`src/rtl/lca_pkg.sv`:
```
`timescale 1ns / 1ps

package lca_pkg;

	// default grid bounds
	localparam int DEF_MAX_COLS = 64;
	localparam int DEF_MAX_ROWS = 64;

	// neighbour counts 0..8, one mask bit each
	localparam int NBR_COUNT = 9;

	localparam int CFG_W   = 9;
	localparam int SIZE_W  = 7;
	localparam int COORD_W = 6;
	localparam int CNT_W   = 16;
	localparam int GEN_W   = 32;

	localparam logic [CFG_W-1:0]  BIRTH_RESET   = 9'd8;
	localparam logic [CFG_W-1:0]  SURVIVE_RESET = 9'd12;
	localparam logic [SIZE_W-1:0] SIZE_RESET    = 7'd64;

	// register indexes
	localparam logic [1:0] REG_BIRTH   = 2'd0;
	localparam logic [1:0] REG_SURVIVE = 2'd1;
	localparam logic [1:0] REG_COLS    = 2'd2;
	localparam logic [1:0] REG_ROWS    = 2'd3;

	typedef enum logic [1:0] {
		OP_WRITE   = 2'd0,
		OP_ADVANCE = 2'd1,
		OP_READ    = 2'd2,
		OP_NONE    = 2'd3
	} op_t;

	typedef struct packed {
		op_t                op;
		logic [COORD_W-1:0] col;
		logic [COORD_W-1:0] row;
		logic               cell_in;
		logic [CNT_W-1:0]   gen_count;
	} in_word_t;

	typedef struct packed {
		logic             cell_out;
		logic [GEN_W-1:0] generation;
	} out_word_t;

	// grid store control from the sequencer
	typedef struct packed {
		logic bank_sel;
		logic wr_en;
		logic wr_other;
	} store_ctl_t;

endpackage

```
`src/rtl/lca_row_engine.sv`:
```
`timescale 1ns / 1ps

module lca_row_engine #(
	parameter int COLS = lca_pkg::DEF_MAX_COLS
) (
	input  logic [COLS-1:0]              prev_row,
	input  logic [COLS-1:0]              cur_row,
	input  logic [COLS-1:0]              next_row,
	input  logic [COLS-1:0]              cur_raw,
	input  logic [COLS-1:0]              col_mask,
	input  logic                         row_act,
	input  logic [lca_pkg::NBR_COUNT-1:0] birth,
	input  logic [lca_pkg::NBR_COUNT-1:0] survive,
	output logic [COLS-1:0]              new_row
);

	// one lane per column; neighbour rows come in already masked to the area
	for (genvar c = 0; c < COLS; c++) begin : g_lane
		logic       l_p, l_c, l_n, r_p, r_c, r_n;
		logic [3:0] n;

		if (c == 0) begin : g_left_edge
			assign {l_p, l_c, l_n} = 3'b000;
		end else begin : g_left
			assign {l_p, l_c, l_n} = {prev_row[c-1], cur_row[c-1], next_row[c-1]};
		end

		if (c == COLS - 1) begin : g_right_edge
			assign {r_p, r_c, r_n} = 3'b000;
		end else begin : g_right
			assign {r_p, r_c, r_n} = {prev_row[c+1], cur_row[c+1], next_row[c+1]};
		end

		assign n = 4'(l_p) + 4'(l_c) + 4'(l_n) + 4'(prev_row[c]) + 4'(next_row[c])
			+ 4'(r_p) + 4'(r_c) + 4'(r_n);

		// cells outside the area keep their stored value
		assign new_row[c] = (row_act && col_mask[c]) ?
			(cur_raw[c] ? survive[n] : birth[n]) : cur_raw[c];
	end

endmodule

```
`config.mk`:
```
export PLATFORM = sky130hd
export DESIGN_NAME = lca_row_engine
export DESIGN_NICKNAME = d
export VERILOG_FILES = /design/src/rtl/lca_pkg.sv /design/src/rtl/lca_row_engine.sv
export SDC_FILE = /design/constraint.sdc
export NUM_CORES = 1
export LEC_CHECK = 0
export BUFFER_PORTS_ARGS = -buffer_cell sky130_fd_sc_hd__clkbuf_2
export CAP_MARGIN = 20
export CORE_UTILIZATION = 50
export DETAILED_ROUTE_END_ITERATION = 7
export PLACE_DENSITY = 0.73
export SYNTH_ARGS = -nofsm -noshare
export SYNTH_HDL_FRONTEND = slang
export SYNTH_SLANG_ARGS = --single-unit
```
`constraint.sdc`:
```
create_clock -name vclk -period 11.8
set_clock_uncertainty 0.2 [all_clocks]
set_input_delay 0.59 -clock vclk [all_inputs]
set_output_delay 0.59 -clock vclk [all_outputs]
set_load 0.02 [all_outputs]
```
=== After elaboration in Yosys (flattened, before gate mapping) ===
Cells that the tools add are included.

* Memories: 0
* Output and inout port bits: 64
* Bits in latches: 0
* Flip-flop bits (word level): 0
* Bits of input ports: 339
* Memory bits (writable): 0
* Word-level logic and storage cells: 954
* Memory bits (read-only): 0

* Muxes and demuxes: 384
* Shift-type cells: 0
* $lt $le $gt $ge: 64
* Reduce and logical (&&, ||, !) cells: 64
* Multiply operators: 0
* Bitwise logic cells: 0
* Equality and inequality tests: 0
* Div/mod/pow operators: 0
* $add $sub $neg: 442

{| class="wikitable"
|+ Operator list
! kind !! count
|-
| 4-bit by 1-bit adder with 4-bit output || 250
|-
| 1-bit binary-select mux with 4-bit select || 128
|-
| 4-bit by 5-bit less-than comparator with 1-bit output (second input constant) || 64
|-
| 3-bit by 1-bit adder with 4-bit output || 64
|-
| 1-bit two-way mux || 256
|-
| 2-bit by 1-bit adder with 3-bit output || 64
|-
| 1-bit by 1-bit adder with 2-bit output || 64
|-
| 1-bit logical AND || 64
|}

=== Logic depth before layout (Yosys ltp) ===
Gate-level depths: netlist of run 1.

* Word-level depth: 11
* Mapped depth: 12
* Depth with buffers taken out: 12

=== Worst setup path after synthesis of run 1 ===
No wires, ideal clock.

* Path type: input -> output
* From: in prev_row[46]
* To: out new_row[47]
* Path buffers: 0
* Data required time: 11.010 ns
* Setup slack: 6.677 ns
* Stages: 12
* Data arrival time: 4.333 ns
* Cells stage by stage: inv_1 fa_1 fa_1 fa_1 inv_1 ha_1 fa_1 or2_2 o41ai_2 o22ai_1 a22o_1 a211oi_1

* Word-level cells in the longest chain between the ends: 11
* Elaborated cells between the ends (all ways): 13
* Those cells by class: add/sub (7); mux (6)

{| class="wikitable"
|+ RTL lines
! element !! RTL line !! RTL
|-
| start, declared || lca_row_engine.sv:6 || <nowiki>input logic [COLS-1:0] prev_row,</nowiki>
|-
| 1-bit by 1-bit adder with 2-bit output (*) || lca_row_engine.sv:34 || <nowiki>assign n = 4'(l_p) + 4'(l_c) + 4'(l_n) + 4'(prev_row[c]) + 4'(next_row[c])</nowiki>
|-
| 2-bit by 1-bit adder with 3-bit output (*) || lca_row_engine.sv:34 ||
|-
| 3-bit by 1-bit adder with 4-bit output (*) || lca_row_engine.sv:34 ||
|-
| 4-bit by 1-bit adder with 4-bit output (*) || lca_row_engine.sv:34 ||
|-
| 4-bit by 1-bit adder with 4-bit output (*) (3 in series) || lca_row_engine.sv:35 || <nowiki>+ 4'(r_p) + 4'(r_c) + 4'(r_n);</nowiki>
|-
| 1-bit binary-select mux with 4-bit select || lca_row_engine.sv:39 || <nowiki>(cur_raw[c] ? survive[n] : birth[n]) : cur_raw[c];</nowiki>
|-
| 1-bit two-way mux (not written as such) || lca_row_engine.sv:39 ||
|-
| 1-bit two-way mux (*) || lca_row_engine.sv:39 ||
|-
| 1-bit two-way mux (*) || lca_row_engine.sv:38 || <nowiki>assign new_row[c] = (row_act && col_mask[c]) ?</nowiki>
|-
| end, declared || lca_row_engine.sv:14 || <nowiki>output logic [COLS-1:0] new_row</nowiki>
|}

Every way passes the cells marked *; elsewhere a longest branch is shown, timed or not. The select of a mux whose other input is x is not followed.

=== Worst setup path after layout of run 1 ===
* From: in prev_row[39]
* To: out new_row[40]

The elaborated chain is that of the path after synthesis.

==> results of run 1 <==
synthesized netlist by cell type, types with 8 or more instances:
master / count
and2_1: 8
buf_2: 15
mux2i_1: 83
o21ai_0: 47
ha_1: 188
nor4_1: 9
buf_6: 9
xor2_1: 49
a21o_1: 49
nand4_1: 23
o41ai_1: 28
inv_1: 451
clkbuf_1: 162
mux4_2: 232
nor2b_1: 42
mux4_1: 24
o211ai_1: 11
mux2_2: 27
fa_1: 252
nand3b_1: 8
nand4b_1: 8
and3_1: 13
a41oi_1: 44
nor2_1: 58
nor4b_1: 45
a21oi_1: 55
nand2_1: 111
nor3_1: 25
o22ai_1: 19
a31oi_1: 32
nand3_1: 68
per-layer routing:
layer	GRT usage	up-vias
li1	-	8705
met1	0.410	10115
met2	0.570	1385
met3	0.0582	287
met4	0.149	10
met5	0	-
metrics by stage:
step                      worst slack, ps  instances  utilization  hold WS, ps  instance area, um^2
after floorplan                      6680       2276            -         1130                22100
after global placement               6480       3092        0.559         1310                24200
after detailed placement             6290       3092        0.559         1320                24200
after CTS                            6300       3092        0.559         1320                24200
after global routing                 6130       3093        0.559         1340                24200
final                                6230       3094        0.559         1330                24200
layout make-up:
cell class,count,area [um^2]
Multi-Input combinational cell,1630,19600
Antenna cell,2,5.00
Inverter,451,1690
Timing Repair Buffer,426,2190
Tap cell,585,732
Fill cell,3804,19100
how the worst max path moves through the flow:
stage	endpoint	slack, ps	startpoint	depth (start not counted)
floorplan	new_row[47]	6680	prev_row[46]	12
global placement	new_row[40]	6480	prev_row[39]	14
detailed placement	new_row[40]	6290	prev_row[39]	14
CTS	new_row[40]	6300	prev_row[39]	14
global route	new_row[40]	6130	prev_row[39]	14
finish	new_row[40]	6230	prev_row[39]	14
logic make-up (layout without fill, tap and decap cells):
family          count (synthesis)  in the layout  share of synthesized area
fa+ha+maj                     440            440                      0.334
simple gates                  441            441                      0.109
xor+xnor                       49             49                     0.0194
other cells                     0              2                          0
buf+inv                       646            877                      0.114
mux                           366            366                      0.316
compound gates                334            334                      0.107
power by group:
| part | total, uW | switching (uW) | internal, uW |
|---|---|---|---|
| sequential | 0 | 0 | 0 |
| combinational | 3190 | 1590 | 1600 |
| clock | 0.0000227 | 0 | 0.0000227 |
==> flow_summary.yaml, run 1 <==
route:
  vias: 20502
  drt_iter0_markers: 1979
  met3_length_mm: 8.14
  dr.max_layer_used: "met5"
  viasPerCell: 6.63
  drc_errors: 0
  ant_nets: 0
  wl_met1_mm: 27.3
  dr.pass1.iters: 5
  drt-wirelength-per-cell_um: 24.4
  met2_length_mm: 36.3
  wl_mm: 75.4
grt:
  antenna_found_initial: 7
  grt_pass1_vias: 21325
  grt_max_degree: 65
  track_usage: 0.333
  grt_pass1_wl_mm: 116
  overflow: 0
sta:
  tns_ps: 0
  tightest_slew_ps: 1120
  slew_violations: 0
  rsz0062_at_grt: "false"
  period_needed_ps: 5570
  hold_viol: 0
  setup_viol: 0
  fmax_ghz: 0.180
  maxSlewHeadroom: 0.257
  fin_crit_sh: 0.472
final_layout:
  layout_commonest_cell: "inv_1"
  flops_and_latches: 0
  final_cell_mix: "451 x inv_1, 391 x clkbuf_2, 252 x fa_1"
  layout.nets: 3288
  regArea_um2: 0
  layout-drive-gt1-share: 0.280
  clkbuf_count: 0
  syn_to_final_growth_pct: 9.49
floorplanning:
  die_h_um: 212
  die_x_um: 212
  num_rows: 76
  dieArea_um2: 45100
  io_pins: 403
  design.core.area_um2: 43400
  start_util: 0.510
logic_synthesis:
  synth_seq_area_share: 0
  netlist_area_um2: 22100
  synth.distinct_cells: 59
  ys_top_cells_by_area: "mux4_2 24%, fa_1 23%, ha_1 11%"
  syn_nets: 3055
  synth-warning-count: 0
  synth.largest_area_cell: "mux4_2"
  syn_area_per_cell_um2: 9.72
  syn_inst: 2276
  synth_top_cell_area_share: 0.236
min_path:
  hp-start: "cur_raw[63]"
  hold_path_depth: 3
  min_to: "new_row[63]"
  min_path_type: "in -> out"
pwr:
  ir_drop_mv: 0.0699
  p_per_area_nw_per_um2: 132
  leakagePower_uw: 0.0117
  power_uw: 3190
critical_path:
  crit_path_end_kind: "output port"
  cpMaxStageDelayCell: "fa_1"
  crit_path_start_kind: "input port"
  critPathMostFrequentCell: "fa_1"
  cpPeakStageDelay_ps: 570
  path_cells: "clkbuf_2 > inv_1 > fa_1 > fa_1 > fa_1 > inv_1 > ha_1 > fa_1 > nor4bb_1 > a311o_1 > o22ai_1 > a22o_1 > a211oi_1 > clkbuf_2"
  crit_required_ps: 11010
  crit_type: "in -> out"
  path_buf_inv: 4
  worst-endpoint-arrival_ps: 4780
  critPathTopFamily: "adder cells"
  critPathMaxFanout: 5
place:
  hpwlAfterDp_mm: 54.8
  port_buffers: 403
  gp_congestion: 0.930
status:
  outcome: "finished, final reports clean"
clock_tree:
  ctsResizeCount: 0
  post_cts_buffers: 0
  cts_hold_buffers: 0
run:
  maxCapViolations: 0
Note: power is estimated with default switching activity, not from simulation.
==> run 2: changes to the inputs <==
- clock period: 11.8 -> 5.2 ns (I/O delays scaled with it)
==> run 2 against run 1 <==
Effect of this change: cell count increased by 0.32%; clock-buffer cell count unchanged; via count decreased by 0.20%; final area increased by 0.32%; wire length increased by 0.56%; critical path depth unchanged; first-iteration DRC count increased by 4.6%; core utilization increased by 0.18 points; sequential cell count unchanged; sequential share of layout area unchanged; critical path type unchanged; largest cell class unchanged.
==> flow_summary.yaml, run 2 (synthesized netlist as in run 1, its figures left out) <==
grt:
  use_met1: 0.423
  grt.met3_usage: 0.0635
  track_usage: 0.334
  overflow: 0
  antenna_found_initial: 11
  grt_max_degree: 63
  grt_pass1_vias: 21148
  globalRouteMet2Util: 0.549
  top_usage_layer: "met2"
  grt_pass1_wl_mm: 116
pwr:
  pwr-share-seq: 0
  ir_drop_mv: 0.174
  p_sw_uw: 3620
  sw_frac_of_total: 0.499
  p_per_area_nw_per_um2: 298
  leakagePower_uw: 0.0117
  p_int_uw: 3630
  power_frac_comb: 1.000
  clkPwrFrac: 0
  power_uw: 7250
floorplanning:
  die_h_um: 212
  design.core.area_um2: 43400
  dieArea_um2: 45100
  io_pins: 403
  start_util: 0.510
  num_rows: 76
  die_x_um: 212
route:
  drc_errors: 0
  vias: 20460
  drt-wirelength-per-cell_um: 24.4
  ant_nets: 0
  dr.pass1.iters: 5
  viasPerCell: 6.59
  drt_iter0_markers: 2070
  wl_mm: 75.8
clock_tree:
  post_cts_buffers: 0
  cts_hold_buffers: 0
  ctsResizeCount: 0
critical_path:
  worst-endpoint-arrival_ps: 4250
  crit_required_ps: 4740
  cpPeakStageDelay_ps: 570
  critPathMaxFanout: 5
  cpMaxStageDelayCell: "fa_1"
  crit_path_start_kind: "input port"
  critPathMostFrequentCell: "fa_1"
  crit_path_end_kind: "output port"
  critPathTopFamily: "adder cells"
  path_buf_inv: 4
  path_cells: "clkbuf_2 > inv_1 > fa_1 > fa_1 > fa_1 > inv_1 > ha_1 > fa_1 > nor4bb_1 > a311o_1 > o22ai_1 > a22o_1 > a211oi_1 > clkbuf_2"
  crit_type: "in -> out"
sta:
  rsz0062_at_grt: "false"
  tightest_slew_ps: 1240
  fin_crit_sh: 0.907
  tns_ps: 0
  slew_violations: 0
  hold_viol: 0
  maxSlewHeadroom: 0.176
  period_needed_ps: 4710
  fmax_ghz: 0.212
  setup_viol: 0
final_layout:
  flops_and_latches: 0
  finalNonFillerCells: 3104
  clkbuf_count: 0
  layout-drive-gt1-share: 0.282
  layout.nets: 3296
  layout_commonest_cell: "inv_1"
  fillers: 3746
  regArea_um2: 0
  final_cell_mix: "451 x inv_1, 391 x clkbuf_2, 252 x fa_1"
  syn_to_final_growth_pct: 9.84
run:
  maxCapViolations: 0
min_path:
  hold_path_depth: 3
  min_path_type: "in -> out"
  min_to: "new_row[0]"
  hp-start: "col_mask[0]"
place:
  port_buffers: 403
  dp.cells: 3100
  hpwlAfterDp_mm: 57.1
  gp_congestion: 0.962
status:
  outcome: "finished, final reports clean"
run 2: cell count changes in the layout (fill, tap and decap cells not counted):
| cell | change |
|---|---|
| buf_4 | +7 |
| buf_12 | +1 |
| diode_2 | +2 |
run 2: layer usage:
| layer | share of wire | routed length [um] |
|---|---|---|
| met1 | 0.37 | 27700 |
| met2 | 0.46 | 35000 |
| met3 | 0.11 | 8710 |
| met4 | 0.057 | 4310 |
| met5 | 0.0011 | 84 |
run 2: area by class of cell:
cell class,count,area [um^2],area share
Antenna cell,4,10.0,0.000412
Tap cell,585,732,0.0301
Inverter,451,1690,0.0696
Multi-Input combinational cell,1630,19600,0.807
Timing Repair Buffer,434,2270,0.0933
run 2: worst max-delay path by stage:
stage	cells past startpoint	slack [ps]	from	to
detailed placement	14	500	prev_row[47]	new_row[47]
floorplan	12	740	prev_row[46]	new_row[47]
global placement	14	620	prev_row[46]	new_row[47]
CTS	14	510	prev_row[47]	new_row[47]
global route	14	300	prev_row[39]	new_row[40]
finish	14	490	prev_row[39]	new_row[40]
run 2: worst min-delay path, stage by stage:
cell,delay (ps)
clkbuf_2,90
a41oi_1,100
clkbuf_2,160
run 2: power by group through the flow:
stage / clock, uW / combinational (uW) / sequential, uW
floorplan: 0 / 5750 / 0
global placement: 0 / 6880 / 0
detailed placement: 0 / 7140 / 0
CTS: 0 / 7170 / 0
global route: 0.0000772 / 7900 / 0
finish: 0.000103 / 7250 / 0
run 2: per-stage QoR:
step | hold slack [ps] | setup WS [ps] | util | area [um^2]
2_1_floorplan | 466 | 737 | - | 22100
3_3_place_gp | 651 | 616 | 0.560 | 24300
3_5_place_dp | 670 | 499 | 0.560 | 24300
4_1_cts | 671 | 509 | 0.560 | 24300
5_1_grt | 676 | 303 | 0.561 | 24300
6_report | 669 | 485 | 0.561 | 24300
